### src/hw/rtl/ryca_pkg.sv
package ryca_pkg;

    // Pipeline depth: forward x2, divide x2, back conversion x2.
    localparam int NSTG = 6;

    // RGB to YUV, signed Q2.12.
    localparam int CY_R = 1225;
    localparam int CY_G = 2404;
    localparam int CY_B = 467;
    localparam int CU_R = -602;
    localparam int CU_G = -1184;
    localparam int CU_B = 1786;
    localparam int CV_R = 2519;
    localparam int CV_G = -2109;
    localparam int CV_B = -410;

    // YUV to RGB, signed Q2.12.
    localparam int CR_V = 4669;
    localparam int CG_U = -1622;
    localparam int CG_V = -2380;
    localparam int CB_U = 8311;

    // Rounding offsets: half of 1600 and half of 80000.
    localparam int Y_RND  = 800;
    localparam int UV_RND = 40000;

    // Chroma is pre-shifted by 7, leaving a divide by 625. A bias of 625 * 2^17
    // keeps the dividend non-negative; 2^17 is taken back off the quotient.
    localparam int UV_SHIFT = 7;
    localparam int UV_BIAS_Q = 131072;
    localparam int UV_BIAS   = 625 * UV_BIAS_Q;

    // Reciprocals ceil(2^38 / d) for d = 1600 and d = 625, exact over the
    // dividend ranges used here.
    localparam int RCP_SHIFT = 38;
    localparam logic [27:0] RCP_Y  = 28'd171798692;
    localparam logic [28:0] RCP_UV = 29'd439804652;

    // Tint chroma in Q8.
    localparam logic signed [17:0] TP_U = -18'sd2048;
    localparam logic signed [17:0] TP_V = 18'sd1280;
    localparam logic signed [17:0] TG_U = -18'sd25344;
    localparam logic signed [17:0] TG_V = -18'sd16384;
    localparam logic signed [17:0] TA_U = -18'sd26624;
    localparam logic signed [17:0] TA_V = 18'sd12800;
    localparam logic signed [17:0] TS_U = -18'sd7936;
    localparam logic signed [17:0] TS_V = 18'sd6656;

    localparam logic [6:0] BRIGHT_RST = 7'd50;
    localparam logic [6:0] CON_RST    = 7'd100;
    localparam logic [6:0] SAT_RST    = 7'd50;

    typedef enum logic [1:0] {
        CFG_BRIGHT   = 2'd0,
        CFG_CONTRAST = 2'd1,
        CFG_SAT      = 2'd2,
        CFG_TINT     = 2'd3
    } t_cfg_idx;

    typedef enum logic [2:0] {
        TINT_COLOR = 3'd0,
        TINT_BW    = 3'd1,
        TINT_PAPER = 3'd2,
        TINT_GREEN = 3'd3,
        TINT_AMBER = 3'd4,
        TINT_SEPIA = 3'd5
    } t_tint;

    typedef struct packed {
        logic [6:0] brightness;
        logic [6:0] contrast;
        logic [6:0] saturation;
        logic [2:0] tint_mode;
    } t_cfg;

    // Gain products with rounding offsets, before the divide.
    typedef struct packed {
        logic        [27:0] ny;
        logic signed [35:0] nu;
        logic signed [35:0] nv;
    } t_gain;

    // Q8 luma and chroma.
    typedef struct packed {
        logic signed [17:0] y;
        logic signed [17:0] u;
        logic signed [17:0] v;
    } t_yuv;

endpackage

### src/hw/rtl/ryca_back.sv
// Q8 YUV back to RGB in Q20, then clamp to a byte.
module ryca_back import ryca_pkg::*; (
    input  logic       i_clk,
    input  logic       i_en,
    input  t_yuv       i_yuv,
    output logic [7:0] o_red,
    output logic [7:0] o_green,
    output logic [7:0] o_blue
);
    logic signed [31:0] w_ys, w_u, w_v;
    logic signed [31:0] r_sr, r_sg, r_sb;
    logic        [7:0]  r_red, r_green, r_blue;

    // Negative gives 0, anything at or above 256.0 gives 255.
    function automatic logic [7:0] to_byte(input logic signed [31:0] s);
        logic [7:0] b;
        if (s[31]) begin
            b = 8'd0;
        end else if (|s[30:28]) begin
            b = 8'hff;
        end else begin
            b = s[27:20];
        end
        return b;
    endfunction

    assign w_ys = 32'(i_yuv.y) <<< 12;
    assign w_u  = 32'(i_yuv.u);
    assign w_v  = 32'(i_yuv.v);

    always_ff @(posedge i_clk) begin
        if (i_en) begin
            r_sr <= w_ys + CR_V * w_v;
            r_sg <= w_ys + CG_U * w_u + CG_V * w_v;
            r_sb <= w_ys + CB_U * w_u;
        end
    end

    always_ff @(posedge i_clk) begin
        if (i_en) begin
            r_red   <= to_byte(r_sr);
            r_green <= to_byte(r_sg);
            r_blue  <= to_byte(r_sb);
        end
    end

    assign o_red   = r_red;
    assign o_green = r_green;
    assign o_blue  = r_blue;
endmodule

### config.mk
export PLATFORM = sky130hd
export DESIGN_NAME = ryca_back
export DESIGN_NICKNAME = d
export VERILOG_FILES = /design/src/hw/rtl/ryca_pkg.sv /design/src/hw/rtl/ryca_back.sv
export SDC_FILE = /design/constraint.sdc
export NUM_CORES = 1
export LEC_CHECK = 0
export BUFFER_PORTS_ARGS = -buffer_cell sky130_fd_sc_hd__buf_4
export CORE_UTILIZATION = 50
export DETAILED_ROUTE_END_ITERATION = 7
export PLACE_DENSITY = 0.67
export SLEW_MARGIN = 20
export SYNTH_ARGS = -nofsm -noshare
export SYNTH_HDL_FRONTEND = slang
export SYNTH_SLANG_ARGS = --single-unit
### constraint.sdc
create_clock -name i_clk -period 10.6 [get_ports i_clk]
set_clock_uncertainty 0.1 [all_clocks]
set_input_delay 1.06 -clock i_clk [delete_from_list [all_inputs] [get_ports i_clk]]
set_output_delay 1.06 -clock i_clk [all_outputs]
set_load 0.01 [all_outputs]
# [After elaboration in Yosys (flattened, before gate mapping)]
# Cells that the tools add are included.
[totals] wordCells=20 register_bits=120 rom_bits=0 memories=0 ram_bits=0 inputBits=56 latch_bits=0
[classes] n_bitwise=0 reduce_logical=3 order_cmp=0 div=0 muxes=3 add_sub_neg=4 n_mul=4 n_eq_ne=0 shifts=0
[ops] op="$add A30 B32 Y32" count=2
[ops] op="$mul A11 B18 Y29 const A" count=2
[ops] op="$add A31 B31 Y32" count=1
[ops] op="$mul A14 B18 Y32 const A" count=1
[ops] op="$mul A15 B18 Y32 const A" count=1
[ops] op="$add A30 B30 Y31" count=1
[ops] op="$mux W8" count=3
[ops] op="$reduce_or A3 Y1" count=3

# [Depth between registers and ports, before layout]
[logic_depth] depth_word=3 ltp_mapped=30 ltp_nobuf=29

# [Worst setup path before layout]
# Ideal clock, no wire load.
[synth_timing] kind="input to register" start="input port i_yuv[5] (netlist bit)" end="register r_sg[31] (data pin)" setup_ps=268 t_arrival_ps=7272 stages=27 required_time_ps=10232 slack_ps=2959 path_cell_list="inv_1 > ha_1 > fa_1 > inv_1 > fa_1 > fa_1 > inv_1 > fa_1 > inv_1 > ha_1 > buf_2 > a21o_1 > a211oi_1 > or3b_1 > and2_1 > o211ai_2 > nand4_1 > o2111a_1 > fa_1 > inv_1 > ha_1 > a21o_1 > a2111oi_0 > a21oi_1 > and3_1 > a2111oi_1 > xnor2_1"
[synth_between] elab_chain_cells=2
[synth_lines] element="start: declaration" line_no="ryca_back.sv:5" source="input t_yuv i_yuv,"
[synth_lines] element="$mul A11 B18 Y29" line_no="ryca_back.sv:34" source="r_sg <= w_ys + CG_U * w_u + CG_V * w_v;"
[synth_lines] element="$add A31 B31 Y32" line_no="ryca_back.sv:34"
[synth_lines] element="end signal: assignment" line_no="ryca_back.sv:34"
[synth_lines] element="end: declaration" line_no="ryca_back.sv:11" source="logic signed [31:0] r_sr, r_sg, r_sb;"
# Every way passes these cells.
# A chain may end at the register's enable or synchronous reset.

# [Worst setup path after layout]
[layout_timing] start="input port i_yuv[22] (netlist bit)" end="register r_sg[30] (data pin)"
[layout_between] elab_chain_cells=3
[layout_lines] element="$mul A11 B18 Y29" line_no="ryca_back.sv:34"
[layout_lines] element="$add A30 B30 Y31" line_no="ryca_back.sv:34"
[layout_lines] element="$add A31 B31 Y32" line_no="ryca_back.sv:34"
# Every way passes these cells.

==> reports/metrics.cfg <==
[setup_path]
crit_family = adder cells
slowest_delay_ns = 0.57
crit_path_end_kind = flip-flop
crit_slowest_cell = a2111oi_1
critPathBufInv = 6
crit_type = primary input to flip-flop
critPathArrivalTime_ns = 8.18
crit_path_start_kind = primary input
critPathRequiredTime_ns = 10.61
worstPathMaxFanout = 11

[synthesis]
synth_edf_count = 60
syn-num-nets = 3197
synth.area.top_cells = fa_1 (34%), ha_1 (26%), inv_1 (13%), edfxtp_1 (8.2%), xnor2_1 (3.0%)
synth.distinct_cells = 67
synth_mux_area_share_pct = 0.4588
synthAdderAreaFrac_pct = 59.82
ys_seq_area_share_pct = 8.156
synth-compound-area-share_pct = 8.241
yosys.area.top_type = fa_1
synth_cells = 2311
synth_top_family_by_area = adder cells
synth-async-reset-ratio_pct = 0
synth-seq-cells = 60
synth_area_sq_um = 22090
syn_area_per_cell_sq_um = 9.559
synth_top_cell_area_share_pct = 34.17
ys.flop_type = edfxtp_1
synth_xor_area_share_pct = 4.520
yosys_warnings = 0
yosys.area_share.simple_pct = 5.930

[cts]
ctsResizeCount = 0
post-cts-setup-buffers = 0
clockRootBuffer = clkbuf_16
cts_tree = built
cts.sinks = 60
cts_hold_buf = 0
cts_buffer_depth = 2
cts-htree-levels = 3
numCtsBuffers = 9
clk_latency_ns = 0.35
path_clk_slew_ns = 0.06

[timing]
finalSetupViolCount = 0
max_freq_ghz = 0.1223
layout_min_cycle_time_ns = 8.174
rsz0062_at_grt = false
slew_violations = 0
worst_slew_pin_slew_ns = 0.8114
tns_ns = 0
whs_ns = 0.4378
post-route-period-util_pct = 77.11
hold_viol_final = 0
maxSlewHeadroom_pct = 45.91

[global_route]
grt_pass1_vias = 16230
grt_pass1_wl_mm = 80.25
antenna_found_initial = 0
grt_overflow = 0
track_usage_pct = 22.88
grt_max_degree = 61

[finish]
n_fill_cell = 3922
fin_nets = 3273
drive_gt1_share_pct = 4.682
area_delta_synth_final_pct = 7.176
n_antenna_cell = 0

[detailed_routing]
wl_per_cell_um = 15.94
first_pass_iters = 5
avgViaCountPerCell = 5.165
antenna_left = 0
vias = 15380
drc = 0
routed_wl_mm = 47.46
drt_iter0_drc = 720

[die]
die_x_um = 212.2
rows = 76
die_y_um = 212.2
core_sq_um = 43360
die-area_sq_um = 45020
start_util_pct = 50.94
io_pins = 80

[placement]
gp_congestion = 0.8834
dp_hpwl_mm = 40.69
port_buffers = 79

[outcome]
status = finished, final reports clean

[hold_path]
hp-class = flip-flop to flip-flop

[job]
cap_violations = 0

## tightest hold or removal path, delay by kind of cell, from the launching register on
| family | cells | cell delay [ns] |
|---|---|---|
| simple gates | 2 | 0.11 |
| flops | 1 | 0.32 |
## kinds of logic (layout without fill, tap and decap cells)
| family | after synthesis | count (layout) |
|---|---|---|
| and+or+nand+nor | 267 | 267 |
| adders and majority gates | 830 | 830 |
| xor gates and xnor gates | 114 | 114 |
| DFF | 60 | 60 |
| AOI/OAI and AO/OA | 273 | 273 |
| muxes | 10 | 10 |
| buffers and inverters | 757 | 838 |
## layer usage
metal  global-route usage [%]  wire, um  vias up
met4                    6.647      1305        0
li1                         -         -     7374
met3                    2.157      1473       49
met2                    39.05     23070      262
met5                        0         0        -
met1                    30.85     21610     7691
## placed cells by master (no fill, tap or decap), types with 9 or more instances in the layout
master	Yosys	layout
inv_1	743	743
ha_1	453	453
fa_1	377	377
nor2_1	100	100
a21oi_1	83	83
buf_4	0	79
xnor2_1	76	76
edfxtp_1	60	60
nand2_1	40	40
xor2_1	38	38
a21o_1	37	37
o21ai_0	27	27
o21ai_1	23	23
nor3_1	20	20
nand3_1	18	18
a211oi_1	15	15
and3_1	14	14
nand4_1	13	13
nand2b_1	12	12
a31oi_1	12	12
o21bai_1	11	11
or3_1	10	10
a211o_1	9	9
mux2i_1	9	9
clkbuf_16	0	9
## worst paths after layout
path / endpoint / cells after the start / slack [ns] / start
hold / removal: o_blue[5]$_SDFFCE_PP0P_ / 2 / 0.44 / r_sb[25]$_DFFE_PP_
setup / recovery: r_sg[30]$_DFFE_PP_ / 26 / 2.43 / i_yuv[22]
setup reg to reg: o_red[1]$_SDFFCE_PP0P_ / 3 / 9.17 / r_sr[29]$_DFFE_PP_
hold reg to reg: o_blue[5]$_SDFFCE_PP0P_ / 2 / 0.44 / r_sb[25]$_DFFE_PP_
## cells in the mapped netlist (all sizes together) (5+ instances only)
library cell / count
inv: 743
ha: 453
fa: 377
nor2: 100
a21oi: 86
xnor2: 76
edfxtp: 60
o21ai: 50
nand2: 40
xor2: 38
a21o: 37
nor3: 20
nand3: 18
a211oi: 15
and3: 14
nand4: 13
a31oi: 12
nand2b: 12
o21bai: 12
or3: 10
a211o: 9
clkbuf: 9
mux2i: 9
nor2b: 8
o21a: 8
or2: 8
a2111oi: 6
and4: 6
o211ai: 6
and2: 5
buf: 5
o31ai: 5
## stage by stage
step	instance area [sq um]	setup WS [ns]	instances	util (%)
after CTS	23680	2.438	2977	54.60
final	23680	2.426	2977	54.60
after detailed placement	23360	2.052	2961	53.88
after global routing	23680	1.970	2977	54.60
after floorplan	22090	2.959	2311	-
after global placement	23360	2.275	2961	53.88
## flip-flops by register name, indices dropped and copies added, names as in the netlist
name and count:
r_sg 12, o_red 8, r_sr 12, o_blue 8, r_sb 12, o_green 8
## layout make-up
cell class | count | area (sq um) | share of cell area [%]
clock inverters | 7 | 88.84 | 0.3752
well taps | 585 | 732.0 | 3.092
multi-input cells | 1494 | 17450 | 73.69
repair buffers | 79 | 593.1 | 2.505
inverters | 743 | 2789 | 11.78
flip-flops and latches | 60 | 1802 | 7.610
clock buffers | 9 | 225.2 | 0.9513
Power is left out: the tool's default activity adds up to more than one toggle a clock period on the data nets, which glitch-free logic cannot reach.
