[src/hw/rtl/ryca_pkg.sv]
package ryca_pkg;

    // Pipeline depth: forward x2, divide x2, back conversion x2.
    localparam int NSTG = 6;

    // RGB to YUV, signed Q2.12.
    localparam int CY_R = 1225;
    localparam int CY_G = 2404;
    localparam int CY_B = 467;
    localparam int CU_R = -602;
    localparam int CU_G = -1184;
    localparam int CU_B = 1786;
    localparam int CV_R = 2519;
    localparam int CV_G = -2109;
    localparam int CV_B = -410;

    // YUV to RGB, signed Q2.12.
    localparam int CR_V = 4669;
    localparam int CG_U = -1622;
    localparam int CG_V = -2380;
    localparam int CB_U = 8311;

    // Rounding offsets: half of 1600 and half of 80000.
    localparam int Y_RND  = 800;
    localparam int UV_RND = 40000;

    // Chroma is pre-shifted by 7, leaving a divide by 625. A bias of 625 * 2^17
    // keeps the dividend non-negative; 2^17 is taken back off the quotient.
    localparam int UV_SHIFT = 7;
    localparam int UV_BIAS_Q = 131072;
    localparam int UV_BIAS   = 625 * UV_BIAS_Q;

    // Reciprocals ceil(2^38 / d) for d = 1600 and d = 625, exact over the
    // dividend ranges used here.
    localparam int RCP_SHIFT = 38;
    localparam logic [27:0] RCP_Y  = 28'd171798692;
    localparam logic [28:0] RCP_UV = 29'd439804652;

    // Tint chroma in Q8.
    localparam logic signed [17:0] TP_U = -18'sd2048;
    localparam logic signed [17:0] TP_V = 18'sd1280;
    localparam logic signed [17:0] TG_U = -18'sd25344;
    localparam logic signed [17:0] TG_V = -18'sd16384;
    localparam logic signed [17:0] TA_U = -18'sd26624;
    localparam logic signed [17:0] TA_V = 18'sd12800;
    localparam logic signed [17:0] TS_U = -18'sd7936;
    localparam logic signed [17:0] TS_V = 18'sd6656;

    localparam logic [6:0] BRIGHT_RST = 7'd50;
    localparam logic [6:0] CON_RST    = 7'd100;
    localparam logic [6:0] SAT_RST    = 7'd50;

    typedef enum logic [1:0] {
        CFG_BRIGHT   = 2'd0,
        CFG_CONTRAST = 2'd1,
        CFG_SAT      = 2'd2,
        CFG_TINT     = 2'd3
    } t_cfg_idx;

    typedef enum logic [2:0] {
        TINT_COLOR = 3'd0,
        TINT_BW    = 3'd1,
        TINT_PAPER = 3'd2,
        TINT_GREEN = 3'd3,
        TINT_AMBER = 3'd4,
        TINT_SEPIA = 3'd5
    } t_tint;

    typedef struct packed {
        logic [6:0] brightness;
        logic [6:0] contrast;
        logic [6:0] saturation;
        logic [2:0] tint_mode;
    } t_cfg;

    // Gain products with rounding offsets, before the divide.
    typedef struct packed {
        logic        [27:0] ny;
        logic signed [35:0] nu;
        logic signed [35:0] nv;
    } t_gain;

    // Q8 luma and chroma.
    typedef struct packed {
        logic signed [17:0] y;
        logic signed [17:0] u;
        logic signed [17:0] v;
    } t_yuv;

endpackage

[src/hw/rtl/ryca_div.sv]
// Divide by 1600 and 80000 through reciprocal products, then add the
// brightness offset and apply the tint.
module ryca_div import ryca_pkg::*; (
    input  logic  i_clk,
    input  logic  i_en,
    input  t_cfg  i_cfg,
    input  t_gain i_gain,
    output t_yuv  o_yuv
);
    logic signed [35:0] w_su, w_sv;
    logic        [27:0] w_au, w_av;
    logic        [55:0] r_py;
    logic        [56:0] r_pu, r_pv;
    logic        [16:0] w_qy;
    logic        [18:0] w_qu, w_qv;
    t_yuv               n_yuv;
    t_yuv               r_yuv;

    // Floor by 128, then bias to a non-negative dividend.
    assign w_su = (i_gain.nu >>> UV_SHIFT) + 36'(UV_BIAS);
    assign w_sv = (i_gain.nv >>> UV_SHIFT) + 36'(UV_BIAS);
    assign w_au = w_su[27:0];
    assign w_av = w_sv[27:0];

    always_ff @(posedge i_clk) begin
        if (i_en) begin
            r_py <= 56'(i_gain.ny) * 56'(RCP_Y);
            r_pu <= 57'(w_au) * 57'(RCP_UV);
            r_pv <= 57'(w_av) * 57'(RCP_UV);
        end
    end

    assign w_qy = r_py[RCP_SHIFT +: 17];
    assign w_qu = r_pu[RCP_SHIFT +: 19];
    assign w_qv = r_pv[RCP_SHIFT +: 19];

    always_comb begin
        n_yuv.y = 18'($signed(20'(w_qy))
                      + (($signed(20'(i_cfg.brightness)) - 20'sd50) <<< 8));
        n_yuv.u = 18'($signed(20'(w_qu)) - 20'(UV_BIAS_Q));
        n_yuv.v = 18'($signed(20'(w_qv)) - 20'(UV_BIAS_Q));
        unique case (t_tint'(i_cfg.tint_mode))
            TINT_BW: begin
                n_yuv.u = '0;
                n_yuv.v = '0;
            end
            TINT_PAPER: begin
                n_yuv.u = TP_U;
                n_yuv.v = TP_V;
            end
            TINT_GREEN: begin
                n_yuv.u = TG_U;
                n_yuv.v = TG_V;
            end
            TINT_AMBER: begin
                n_yuv.u = TA_U;
                n_yuv.v = TA_V;
            end
            TINT_SEPIA: begin
                n_yuv.u = TS_U;
                n_yuv.v = TS_V;
            end
            default: begin
            end
        endcase
    end

    always_ff @(posedge i_clk) begin
        if (i_en) begin
            r_yuv <= n_yuv;
        end
    end

    assign o_yuv = r_yuv;
endmodule

[config.mk]
export PLATFORM = sky130hd
export DESIGN_NAME = ryca_div
export DESIGN_NICKNAME = d
export VERILOG_FILES = /design/src/hw/rtl/ryca_pkg.sv /design/src/hw/rtl/ryca_div.sv
export SDC_FILE = /design/constraint.sdc
export NUM_CORES = 2
export LEC_CHECK = 0
export BUFFER_PORTS_ARGS = -buffer_cell sky130_fd_sc_hd__buf_2
export CAP_MARGIN = 10
export CORE_MARGIN = 3
export CORE_UTILIZATION = 55
export CTS_BUF_LIST = sky130_fd_sc_hd__clkbuf_8
export CTS_CLUSTER_DIAMETER = 200
export CTS_CLUSTER_SIZE = 16
export DETAILED_ROUTE_END_ITERATION = 10
export GPL_ROUTABILITY_DRIVEN = 0
export GPL_TIMING_DRIVEN = 0
export MAX_ROUTING_LAYER = met4
export PLACE_DENSITY = 0.72
export SLEW_MARGIN = 20
export SYNTH_ARGS = -nofsm -noshare
export SYNTH_HDL_FRONTEND = slang
export SYNTH_SLANG_ARGS = --single-unit
[constraint.sdc]
create_clock -name i_clk -period 20.5 [get_ports i_clk]
set_input_delay 2.05 -clock i_clk [delete_from_list [all_inputs] [get_ports i_clk]]
set_output_delay 2.05 -clock i_clk [all_outputs]
set_load 0.02 [all_outputs]
Yosys cells after proc, flatten, opt, wreduce, memory -nomap -nowiden

Index checks and enable logic that the tools add are counted.

Bitwise gates (word level): 0
Multiplexer cells: 1
Reduce and logical (&&, ||, !) cells: 0
Shifts and indexed selects: 0
Eq/ne operators: 5
Magnitude comparators: 0
Add/sub/neg operators: 6
Divide/modulo/power cells: 0
Multipliers: 3

Operator list:

| kind                                                | number |
|---|---|
| one-hot mux 36 bit (5 select lines)                 | 1 |
| multiplier 28 x 27 -> 54 bit, second input constant | 2 |
| adder 28 bit, second input constant                 | 2 |
| multiplier 28 x 26 -> 53 bit, second input constant | 1 |
| subtractor 18 bit, second input constant            | 2 |
| adder 18 x 16 -> 18 bit                             | 1 |
| subtractor 7 x 6 -> 8 bit, second input constant    | 1 |
| == test 3 x 2 -> 1 bit, second input constant       | 2 |
| == test 3 bit, second input constant                | 2 |
| == test 3 x 1 -> 1 bit, second input constant       | 1 |

Bits in latches: 0
Bits in read-only memories: 0
Bits in writable memories: 0
Memories kept: 0
Register bits: 215
Word-level logic and storage cells: 21
Output and inout bits: 54

Depth between registers and ports, before layout

Depth after elaboration: 2
Mapped depth: 30
Mapped depth without buffers: 30

Worst setup path before layout

No wires, ideal clock.

Kind: input port to flip-flop
Start: input port i_gain[24] (netlist name)
End: register r_pv[45], data pin
Arrival: 8855 ps
Library setup time: 259 ps
Slack: 11386 ps
Required time: 20241 ps
Stages on the path: 29
Path through: ha_1 nand3_1 nor3b_1 xnor2_1 nor2_1 or2_2 inv_1 ha_1 ha_1 inv_1 fa_1 fa_1 inv_1 fa_1 fa_1 inv_1 fa_1 inv_1 ha_1 nand4_1 or2_4 nor4_4 o311ai_2 a31oi_2 o21ai_2 nor2b_4 o21ai_4 a31oi_1 xnor2_1

Longest elaborated chain between the ends: 2

Ends and longest elaborated chain:

| item                         | RTL line       | RTL |
|---|---|---|
| start: declaration           | ryca_div.sv:7  | `input t_gain i_gain,` |
| adder 28 bit                 | ryca_div.sv:21 | `assign w_sv = (i_gain.nv >>> UV_SHIFT) + 36'(UV_BIAS);` |
| multiplier 28 x 27 -> 54 bit | ryca_div.sv:29 | `r_pv <= 57'(w_av) * 57'(RCP_UV);` |
| end signal: assignment       | ryca_div.sv:29 |  |
| end: declaration             | ryca_div.sv:13 | `logic [56:0] r_pu, r_pv;` |

Every way passes these cells.
A chain may end at the register's enable or synchronous reset.

Worst setup path after layout

Start: input port i_gain[60] (netlist name)
End: register r_pu[55], data pin

Longest elaborated chain between the ends: 2

Ends and longest elaborated chain:

| item                         | RTL line       | RTL |
|---|---|---|
| adder 28 bit                 | ryca_div.sv:20 | `assign w_su = (i_gain.nu >>> UV_SHIFT) + 36'(UV_BIAS);` |
| multiplier 28 x 27 -> 54 bit | ryca_div.sv:28 | `r_pu <= 57'(w_au) * 57'(RCP_UV);` |
| end signal: assignment       | ryca_div.sv:28 |  |
| end: declaration             | ryca_div.sv:13 |  |

Every way passes these cells.

==> results by group <==
Run status
  – Status: completed

Route
  – Antenna-violating nets left: 0
  – Vias: 27000
  – Drc violations: 0
  – Via density: 5.15
  – WL final: 94.4 mm
  – Top sig layer: met4
  – DRT Pass-1 Iters: 7
  – Met3 wire length: 5.61 mm
  – Routed wire length per instance: 18.0 um
  – Met2 WL: 46.9 mm
  – First DRT Iteration DRCs: 1268
  – Met1 wire length: 39.6 mm

Synth
  – Top cells by area, synth: fa_1 44%, ha_1 25%, inv_1 13%, edfxtp_1 7.6%, xnor2_1 1.7%
  – Post-synthesis register bit count: 107
  – Yosys top cell by area: fa_1
  – Library cells used by synthesis: 73
  – Sequential share of the synthesized area: 7.60%
  – Syn Area/Cell: 10.4 um2
  – Synth warn: 0
  – Synthesized cell area: 42300 um2
  – EDFF count, synth: 107
  – Fraction of registers with async set/reset: 0%
  – Syn nets: 5944
  – Syn Inst Count: 4051
  – Ys flop type: edfxtp_1
  – Top cell type's share of synthesized area: 43.8%

Timing
  – RSZ-0062 raised after global routing: false
  – Max-slew headroom: 27.7%
  – Slew @ Worst Pin: 1080 ps
  – Setup TNS: 0 ps
  – Fmax: 93.6 MHz
  – Clock skew: 26.4 ps
  – Fin. max-slew vios: 0
  – Final hold violation count: 0
  – Final min period: 10680 ps
  – Hold_ws: 435 ps
  – Tcrit/Tclk final: 52.1%
  – Finish-stage setup viols: 0

Flow run
  – Max Cap Viol: 0

Global route
  – Antenna violations before repair: 0
  – First-pass GRT wire length: 156 mm
  – Number of global-route vias before repair: 29700
  – Largest net degree at the start of global routing: 76
  – Grt ovf: 0
  – GRT Overall Usage: 25.4%

Placed design
  – Port bufs: 149
  – Inst Count DP: 5231
  – Dpl hpwl: 86.1 mm

Clocking
  – Worst-case clock buffer depth: 2
  – Total CTS buffers: 9
  – Clock transition at path regs: 130 ps
  – Clk sinks: 107
  – Post-CTS setup buffers: 0
  – Clk root buf: clkbuf_8
  – CTS tree: built
  – Hold_buf cts: 0
  – H-tree levels: 3
  – Clock latency at the later pin of the worst-skew pair: 420 ps
  – Resize count post-CTS: 0

Finish
  – Ant diodes: 0
  – Layout fillers: 6444
  – Fin nets: 6105
  – Area grow syn2layout: 5.42%
  – Layout cells sized above 1: 4.81%
  – Final Non-Filler Cells: 5247

Hold path
  – Worst Hold Path Cells: 0
  – Hold Path End: o_yuv[38]$_DFFE_PP_
  – Worst Hold Launch: r_py[40]$_DFFE_PP_
  – Hold/Removal Path Class: reg -> reg

Floorplan
  – Core ar.: 76100 um2
  – DIE WIDTH: 283 um
  – Initial Util: 55.5%
  – Die Span Y: 283 um
  – Num rows: 101
  – IO Count: 180
  – Die area: 80200 um2

Critical path
  – Crit path buf inv count: 6
  – Slowest cell delay on critical path: 840 ps
  – Biggest fanout along the worst timing path: 8
  – Reg2reg setup slack: 18080 ps
  – Kind of critical path: in -> reg
  – Top delay family on crit path: adder cells
  – Worst setup SP type: input port
  – Setup crit start: i_gain[60]
  – CP Data Required Time: 20670 ps
  – R2R depth: 11
  – Critical path endpoint category: flop
  – R2R Path Start: r_py[47]$_DFFE_PP_
  – Reg2Reg Capture Point: o_yuv[53]$_DFFE_PP_
  – Worst Path Arrival: 10850 ps
  – CP max stage cell: xnor2_1
-- area by class of cell --
class                   count  area, um2  share of cell area [%]
well taps                1030       1290                    2.89
clock buffers               9        124                   0.278
multi-input cells        2452      33400                    75.1
clock inverters             7       91.3                   0.205
inverters                1483       5570                    12.5
repair buffers            150        779                    1.75
flip-flops and latches    107       3210                    7.21
plain buffers               9       35.0                  0.0786
-- metal layers --
layer  track usage (%)  up-vias
met2              42.4      707
met1              33.3    13700
met4              5.16        0
met5                 -        -
met3              3.64      148
li1                  -    12500
-- worst max-delay path by stage --
stage / to / slack (ps) / cells past startpoint
finish: r_pu[55]$_DFFE_PP_ / 9820 / 30
global route: r_pu[55]$_DFFE_PP_ / 9430 / 30
CTS: r_pu[55]$_DFFE_PP_ / 9850 / 30
detailed placement: r_pu[55]$_DFFE_PP_ / 9380 / 30
global placement: r_pu[55]$_DFFE_PP_ / 9550 / 30
floorplan: r_pv[45]$_DFFE_PP_ / 11390 / 29
-- stage by stage --
stage	util [%]	setup WS, ps	cell area [um2]
floorplan	-	11390	42300
global placement	58.2	9550	44300
detailed placement	58.3	9380	44300
CTS	58.5	9850	44500
global route	58.6	9430	44500
finish	58.6	9820	44500
-- cell usage in the layout, fill, tap and decap left out, types with 4 or more instances in the layout --
master and instances:
clkbuf_8 9, nor3_1 17, o31ai_1 5, nor2b_1 12
and3_1 9, a21o_1 56, nand2b_1 10, o21bai_1 12
a211oi_1 5, edfxtp_1 107, inv_1 1482, and2_1 17
o211ai_1 5, buf_2 148, a31oi_1 12, o21ai_0 46
fa_1 924, clkbuf_1 8, ha_1 843, a21oi_1 107
nand3_1 30, nor2_1 55, nand4_1 23, nor4_1 6
or3_1 4, nand2_1 62, xnor2_1 81, xor2_1 37
-- Yosys cell counts (6+ instances only) --
cell,instances
clkbuf_1,8
xnor2_1,82
nor4_1,6
and3_1,9
o21ai_0,46
xor2_1,37
a21oi_1,107
a31oi_1,12
nor3_1,17
nor2_1,55
a21o_1,56
nand4_1,23
edfxtp_1,107
nand2_1,62
fa_1,924
ha_1,843
nor2b_1,12
inv_1,1482
o21bai_1,12
nand2b_1,10
nand3_1,30
and2_1,17
-- sequential cells by signal (all words and copies together), names as in the netlist --
register / cells
r_pv: 18
r_py: 17
r_pu: 18
o_yuv: 54
-- cells by family (layout without fill, tap and decap cells) --
group / after synthesis / in the layout / synth area share, %
xor+xnor: 119 / 119 / 2.47
buf+inv: 1492 / 1658 / 13.3
fa+ha+maj: 1767 / 1767 / 68.7
simple gates: 269 / 269 / 3.34
flops: 107 / 107 / 7.60
mux: 2 / 2 / 0.0474
compound gates: 295 / 295 / 4.55
Power is not shown: default switching activity piles up to over one toggle a cycle in this logic, so the estimate is an artifact.
