==> config.mk <==
export PLATFORM = sky130hd
export DESIGN_NAME = ryca_fwd
export DESIGN_NICKNAME = d
export VERILOG_FILES = /design/src/hw/rtl/ryca_pkg.sv /design/src/hw/rtl/ryca_fwd.sv
export SDC_FILE = /design/constraint.sdc
export NUM_CORES = 2
export LEC_CHECK = 0
export ABC_AREA = 1
export ABC_CLOCK_PERIOD_IN_PS = 8100
export BUFFER_PORTS_ARGS = -buffer_cell sky130_fd_sc_hd__buf_2
export CORE_ASPECT_RATIO = 1.4
export CORE_UTILIZATION = 50
export CTS_CLUSTER_DIAMETER = 60
export CTS_CLUSTER_SIZE = 10
export DETAILED_ROUTE_END_ITERATION = 16
export PLACE_DENSITY_LB_ADDON = 0.1
export SYNTH_ARGS = -nofsm -noshare
export SYNTH_HDL_FRONTEND = slang
export SYNTH_SLANG_ARGS = --single-unit
==> constraint.sdc <==
create_clock -name i_clk -period 8.1 [get_ports i_clk]
set_clock_uncertainty 0.15 [all_clocks]
set_input_delay 1.62 -clock i_clk [delete_from_list [all_inputs] [get_ports i_clk]]
set_output_delay 1.62 -clock i_clk [all_outputs]
set_load 0.01 [all_outputs]
==> src/hw/rtl/ryca_pkg.sv <==
package ryca_pkg;

    // Pipeline depth: forward x2, divide x2, back conversion x2.
    localparam int NSTG = 6;

    // RGB to YUV, signed Q2.12.
    localparam int CY_R = 1225;
    localparam int CY_G = 2404;
    localparam int CY_B = 467;
    localparam int CU_R = -602;
    localparam int CU_G = -1184;
    localparam int CU_B = 1786;
    localparam int CV_R = 2519;
    localparam int CV_G = -2109;
    localparam int CV_B = -410;

    // YUV to RGB, signed Q2.12.
    localparam int CR_V = 4669;
    localparam int CG_U = -1622;
    localparam int CG_V = -2380;
    localparam int CB_U = 8311;

    // Rounding offsets: half of 1600 and half of 80000.
    localparam int Y_RND  = 800;
    localparam int UV_RND = 40000;

    // Chroma is pre-shifted by 7, leaving a divide by 625. A bias of 625 * 2^17
    // keeps the dividend non-negative; 2^17 is taken back off the quotient.
    localparam int UV_SHIFT = 7;
    localparam int UV_BIAS_Q = 131072;
    localparam int UV_BIAS   = 625 * UV_BIAS_Q;

    // Reciprocals ceil(2^38 / d) for d = 1600 and d = 625, exact over the
    // dividend ranges used here.
    localparam int RCP_SHIFT = 38;
    localparam logic [27:0] RCP_Y  = 28'd171798692;
    localparam logic [28:0] RCP_UV = 29'd439804652;

    // Tint chroma in Q8.
    localparam logic signed [17:0] TP_U = -18'sd2048;
    localparam logic signed [17:0] TP_V = 18'sd1280;
    localparam logic signed [17:0] TG_U = -18'sd25344;
    localparam logic signed [17:0] TG_V = -18'sd16384;
    localparam logic signed [17:0] TA_U = -18'sd26624;
    localparam logic signed [17:0] TA_V = 18'sd12800;
    localparam logic signed [17:0] TS_U = -18'sd7936;
    localparam logic signed [17:0] TS_V = 18'sd6656;

    localparam logic [6:0] BRIGHT_RST = 7'd50;
    localparam logic [6:0] CON_RST    = 7'd100;
    localparam logic [6:0] SAT_RST    = 7'd50;

    typedef enum logic [1:0] {
        CFG_BRIGHT   = 2'd0,
        CFG_CONTRAST = 2'd1,
        CFG_SAT      = 2'd2,
        CFG_TINT     = 2'd3
    } t_cfg_idx;

    typedef enum logic [2:0] {
        TINT_COLOR = 3'd0,
        TINT_BW    = 3'd1,
        TINT_PAPER = 3'd2,
        TINT_GREEN = 3'd3,
        TINT_AMBER = 3'd4,
        TINT_SEPIA = 3'd5
    } t_tint;

    typedef struct packed {
        logic [6:0] brightness;
        logic [6:0] contrast;
        logic [6:0] saturation;
        logic [2:0] tint_mode;
    } t_cfg;

    // Gain products with rounding offsets, before the divide.
    typedef struct packed {
        logic        [27:0] ny;
        logic signed [35:0] nu;
        logic signed [35:0] nv;
    } t_gain;

    // Q8 luma and chroma.
    typedef struct packed {
        logic signed [17:0] y;
        logic signed [17:0] u;
        logic signed [17:0] v;
    } t_yuv;

endpackage

==> src/hw/rtl/ryca_fwd.sv <==
// RGB to Q12 YUV, then apply contrast and saturation gains.
module ryca_fwd import ryca_pkg::*; (
    input  logic       i_clk,
    input  logic       i_en,
    input  t_cfg       i_cfg,
    input  logic [7:0] i_red,
    input  logic [7:0] i_green,
    input  logic [7:0] i_blue,
    output t_gain      o_gain
);
    logic signed [31:0] w_r, w_g, w_b, w_y, w_u, w_v;
    logic        [19:0] r_y12;
    logic signed [20:0] r_u12, r_v12;
    logic        [13:0] r_sc;
    t_gain              r_gain;
    t_gain              n_gain;

    assign w_r = signed'(32'(i_red));
    assign w_g = signed'(32'(i_green));
    assign w_b = signed'(32'(i_blue));
    assign w_y = CY_R * w_r + CY_G * w_g + CY_B * w_b;
    assign w_u = CU_R * w_r + CU_G * w_g + CU_B * w_b;
    assign w_v = CV_R * w_r + CV_G * w_g + CV_B * w_b;

    always_ff @(posedge i_clk) begin
        if (i_en) begin
            r_y12 <= w_y[19:0];
            r_u12 <= w_u[20:0];
            r_v12 <= w_v[20:0];
            r_sc  <= 14'(i_cfg.saturation) * 14'(i_cfg.contrast);
        end
    end

    always_comb begin
        n_gain.ny = 28'(r_y12) * 28'(i_cfg.contrast) + 28'(Y_RND);
        n_gain.nu = 36'(r_u12) * $signed(36'(r_sc)) + 36'(UV_RND);
        n_gain.nv = 36'(r_v12) * $signed(36'(r_sc)) + 36'(UV_RND);
    end

    always_ff @(posedge i_clk) begin
        if (i_en) begin
            r_gain <= n_gain;
        end
    end

    assign o_gain = r_gain;
endmodule

# Yosys cells after proc, flatten, opt, wreduce, memory -nomap -nowiden
# Cells that the tools add are included.
[totals]
reg_bits = 176
latch_bits = 0
ramBits = 0
rom_bits = 0
inputBits = 50
n_memories = 0
[op_classes]
n_addsub = 9
mul = 13
div_mod_pow = 0
order_cmp = 0
eq_ne = 0
shifts = 0
muxes = 0
n_bitwise = 0
reduce_logical = 0
[op_table]
columns = ["operator", "n"]
rows = [
  ["adder 36 x 17 -> 36 bit, second input constant", 2],
  ["multiplier 21 x 15 -> 36 bit", 2],
  ["multiplier 10 x 8 -> 18 bit, first input constant", 2],
  ["adder 27 x 10 -> 28 bit, second input constant", 1],
  ["multiplier 20 x 7 -> 27 bit", 1],
  ["adder 20 x 21 -> 21 bit", 1],
  ["adder 21 x 19 -> 21 bit", 1],
  ["adder 21 x 20 -> 21 bit", 1],
  ["adder 21 bit", 1],
  ["multiplier 13 x 9 -> 21 bit, first input constant", 1],
  ["adder 19 x 20 -> 20 bit", 1],
  ["adder 20 x 17 -> 20 bit", 1],
  ["multiplier 12 x 8 -> 20 bit, first input constant", 1],
  ["multiplier 10 x 9 -> 19 bit, first input constant", 1],
  ["multiplier 11 x 8 -> 19 bit, first input constant", 1],
  ["multiplier 9 x 9 -> 18 bit, first input constant", 1],
  ["multiplier 9 x 8 -> 17 bit, first input constant", 1],
  ["multiplier 7 x 9 -> 16 bit, first input constant", 1],
  ["multiplier 7 x 7 -> 14 bit", 1],
]

# Logic depth before layout (Yosys ltp)
[logic_depth]
ltp_word = 3
mapped_depth = 36

# Worst setup path before layout
# No wires, ideal clock.
[synth_timing]
path_type = "input -> register"
start = "input port i_red[5]"
end = "register r_v12[16] (data pin)"
setup_ps = 259
t_arrival_ps = 7491
required_time_ps = 7691
slack_ps = 200
path_stages = 31
n_path_buf = 0
path_cell_list = "fa_1 -> inv_1 -> fa_1 -> inv_1 -> fa_1 -> inv_1 -> fa_1 -> inv_1 -> ha_1 -> inv_1 -> nor3_1 -> nand2_1 -> nand3_1 -> nand2_1 -> nand2_1 -> a21oi_1 -> xor2_1 -> fa_1 -> inv_1 -> fa_1 -> inv_1 -> fa_1 -> inv_1 -> ha_1 -> a21oi_1 -> nand2_1 -> a21oi_1 -> nand2_1 -> nand2_1 -> nand2_1 -> xor2_1"
[synth_via]
elab_chain_len = 3
[synth_rtl]
columns = ["element", "line", "source"]
rows = [
  ["start, declared", "ryca_fwd.sv:6", "input logic [7:0] i_red,"],
  ["multiplier 12 x 8 -> 20 bit", "ryca_fwd.sv:23", "assign w_v = CV_R * w_r + CV_G * w_g + CV_B * w_b;"],
  ["adder 21 bit", "ryca_fwd.sv:23", ""],
  ["adder 21 x 19 -> 21 bit", "ryca_fwd.sv:23", ""],
  ["named net w_v[16]", "ryca_fwd.sv:11", "logic signed [31:0] w_r, w_g, w_b, w_y, w_u, w_v;"],
  ["end signal, assigned", "ryca_fwd.sv:29", "r_v12 <= w_v[20:0];"],
  ["end, declared", "ryca_fwd.sv:13", "logic signed [20:0] r_u12, r_v12;"],
]
# The timed path passes the listed nets, and every way through them passes these cells.
# A chain may end at the register's enable or synchronous reset.

# Worst setup path after layout
[layout_timing]
start = "input port i_blue[0]"
end = "register r_v12[20] (data pin)"
[layout_via]
elab_chain_len = 2
[layout_rtl]
columns = ["element", "line", "source"]
rows = [
  ["start, declared", "ryca_fwd.sv:8", "input logic [7:0] i_blue,"],
  ["multiplier 9 x 9 -> 18 bit", "ryca_fwd.sv:23", ""],
  ["adder 21 x 19 -> 21 bit", "ryca_fwd.sv:23", ""],
  ["named net w_v[20]", "ryca_fwd.sv:11", ""],
]
# The timed path passes the listed nets, and every way through them passes these cells.

==> impl_results.md <==
- Status: complete, but fails checks
- Failing checks: DRC
- F_max: between 100 and 150 MHz
- PnR worst setup slack: around 0.37 ns
- Reg clk slew, reported paths: 0.08 ns
- I/O Buffers: between 100 and 150
- H-tree levels: 4
- Row Count: 139
- EDFF count, synth: 173
- Buffer and inverter count on the worst path: 10
- Worst Hold Class: reg2reg
- Critical path endpoint category: flop
- Slowest CP cell: fa_1
- Wire per inst: ~17 µm
- Routed wire length: 132000 µm
- DR DRC count: 7
- RSZ-0062 raised after global routing: false
- CTS max path bufs: 2
- R2r setup slk: between 1.5 and 2 ns
- Top-Level Pins: 150
- Final #Nets: slightly above 8k
- CTS Sinks: 173
- Minimum clock period: between 7 and 8 ns
- Syn nets: about 8k
- Layout cells sized above 1: approximately 6.5%
- Ys Warns: 0
- CP arrival: ~7.9 ns
- Cell variety after synth: between 40 and 50
- Vias: 39.2k
- Final count of hold timing violations: 0
- Cts hold-fix bufs: 0
- Synth async-reset ratio: 0%
- Grt total ovfl: 0
- Max-slew violations: 0
- Largest net degree at the start of global routing: 61
- Std-Cell Core Area: between 100000 and 150000 µm²
- Vias in the first global route: 41.8k
- Mapped Area: around 52000 µm²
- Die Ht: around 380 µm
- Post-Synthesis Cells: 6272
- Prevailing post-synth register cell: edfxtp_1
- Sequential area share after synthesis: 9.97%
- R2r worst-path depth: 17
- DP Worst Slack: -0.348 ns
- Max Fanout on Critical Path: 4
- DRT antenna net count: 0
- Post-CTS Setup Inserts: 0
- GRT Overall Usage: 26.2%
- CTS buffer count: 17
- Pre-antenna DRT Iters: 12
- Crit path largest cell delay: just under 0.6 ns
- Final Cycle Share: 95.4%
- Initial antenna violation count: 2
- Startpoint Class: input port
- Initial Utilization: between 50 and 60%
- Die X-Extent: between 200 and 300 µm
- DIE AREA: approximately 110000 µm²
- Cell family with most CP delay: adder cells
- Slew @ Worst Pin: ~1.1 ns
- DRT iter0 DRCs: ~1.6k
- Later-pin clock latency in the skew report: between 0.5 and 0.6 ns
- Area Overhead vs Synth: 7.55%
- CTS root buffer: clkbuf_16
- Worst rel slew slack: between 20% and 30%
- Crit-path most repeated cell: inv_1
- Dpl hpwl: between 100000 and 150000 µm
- Max-cap viol count: 0
- Routability cong.: approximately 0.96
- Levels on crit path: 32
- Drt via density: about 5
- WS Path Type: in2reg
- Syn avg cell area: 8.31 µm²
- TritonCTS clock tree: yes
- Global-route wire length before repair: ~220000 µm
- WHS Path Cells: 3
- Fillers: roughly 10k
- Worst path required time: ~8 ns
- Post-synthesis register bit count: around 170
- # setup viols final: 0
-- worst reg2reg max path, stage by stage (launching register included) --
cell	delay [ns]
edfxtp_1	1.10
buf_4	0.41
nand2_1	0.09
inv_1	0.09
fa_1	0.54
fa_1	0.61
inv_1	0.11
fa_1	0.52
fa_1	0.46
fa_1	0.52
inv_1	0.06
fa_1	0.44
ha_1	0.36
inv_1	0.12
nor4_1	0.39
nand3_1	0.17
nand3_1	0.11
nand2_1	0.06
-- cell usage after synthesis, types with 7 or more instances --
cell | count | share of area [%]
nand2_2 | 15 | 0.18
or2_2 | 7 | 0.084
o21ai_1 | 12 | 0.12
a21oi_1 | 248 | 2.4
edfxtp_1 | 173 | 10
nand4_1 | 32 | 0.38
clkbuf_1 | 133 | 0.96
a21o_1 | 17 | 0.24
xnor2_1 | 45 | 0.76
xor2_1 | 151 | 2.5
nand2_1 | 1390 | 10
ha_1 | 695 | 17
nand3_1 | 165 | 1.6
inv_1 | 1820 | 13
fa_1 | 959 | 37
nor2_1 | 177 | 1.3
o21ai_0 | 91 | 0.87
nor3_1 | 32 | 0.31
a31oi_1 | 8 | 0.096
o21bai_1 | 21 | 0.30
nor2_2 | 8 | 0.096
-- worst paths after layout --
kind                                start    endpoint
worst max-delay path            i_blue[0]   r_v12[20]
worst min-delay path             r_y12[1]  o_gain[73]
worst max register to register    r_sc[8]  o_gain[35]
worst min register to register   r_y12[1]  o_gain[73]
-- kinds of logic (layout without fill, tap and decap cells) --
kind of cell	Yosys count	count (layout)	share of synthesized area, %
buffers and inverters	1955	2174	14.1
AND/OR/NAND/NOR	1851	1851	14.3
adder cells (fa/ha/maj)	1654	1654	53.5
AO/OA/AOI/OAI	442	442	4.76
XOR/XNOR	196	196	3.30
flip-flops	173	173	9.97
other	1	3	0.00720
-- metal layers --
layer  GRT usage, %  part of all wire [%]  vias to the layer above
met5              0                     0                        -
met4           8.38                   2.9                        0
met3           1.93                   2.6                      191
met2           49.9                    54                      670
met1           30.8                    40                    19300
li1               -                     -                    19000
-- layout make-up --
type | instances | area, µm² | share of cell area (%)
multi-input cells | 4144 | 39600 | 70.7
repair buffers | 322 | 2110 | 3.76
clock buffers | 17 | 425 | 0.759
inverters | 1820 | 6830 | 12.2
clock inverters | 15 | 193 | 0.344
diodes | 2 | 5.00 | 0.00893
well taps | 1339 | 1680 | 2.99
flip-flops and latches | 173 | 5190 | 9.27
-- state kept, by name, summed over array words and instances (netlist names) --
| name | cells |
|---|---|
| r_sc | 14 |
| r_y12 | 20 |
| r_v12 | 21 |
| o_gain | 99 |
| r_u12 | 19 |
-- repair_timing --
item | CTS | global route
hold endpoints to repair | 0 | 0
gates resized for setup | 0 | 12
endpoints found under the setup margin | 0 | 6
-- cell usage in the layout (no fill, tap or decap), types with 17 or more instances in the layout --
cell type / n
nor2_1: 174
xnor2_1: 45
o21ai_0: 90
fa_1: 959
buf_4: 181
a21oi_1: 245
inv_1: 1820
ha_1: 694
clkbuf_16: 17
nor3_1: 31
xor2_1: 151
edfxtp_1: 173
o21bai_1: 21
buf_2: 137
nand2_1: 1390
nand3_1: 164
nand4_1: 32
a21o_1: 17
-- per-stage QoR --
step	hold slack [ns]	util, %	TNS (ns)	cells	instance area (µm²)
4_1_cts	0.768	54.4	0	7830	56000
5_1_grt	0.801	54.4	0	7832	56000
3_3_place_gp	0.749	53.8	-1.91	7798	55400
2_1_floorplan	0.423	-	0	6272	52100
3_5_place_dp	0.746	53.8	-2.17	7798	55400
6_report	0.778	54.4	0	7832	56000
Power is not shown: default switching activity piles up to over one toggle a cycle in this logic, so the estimate is an artifact.
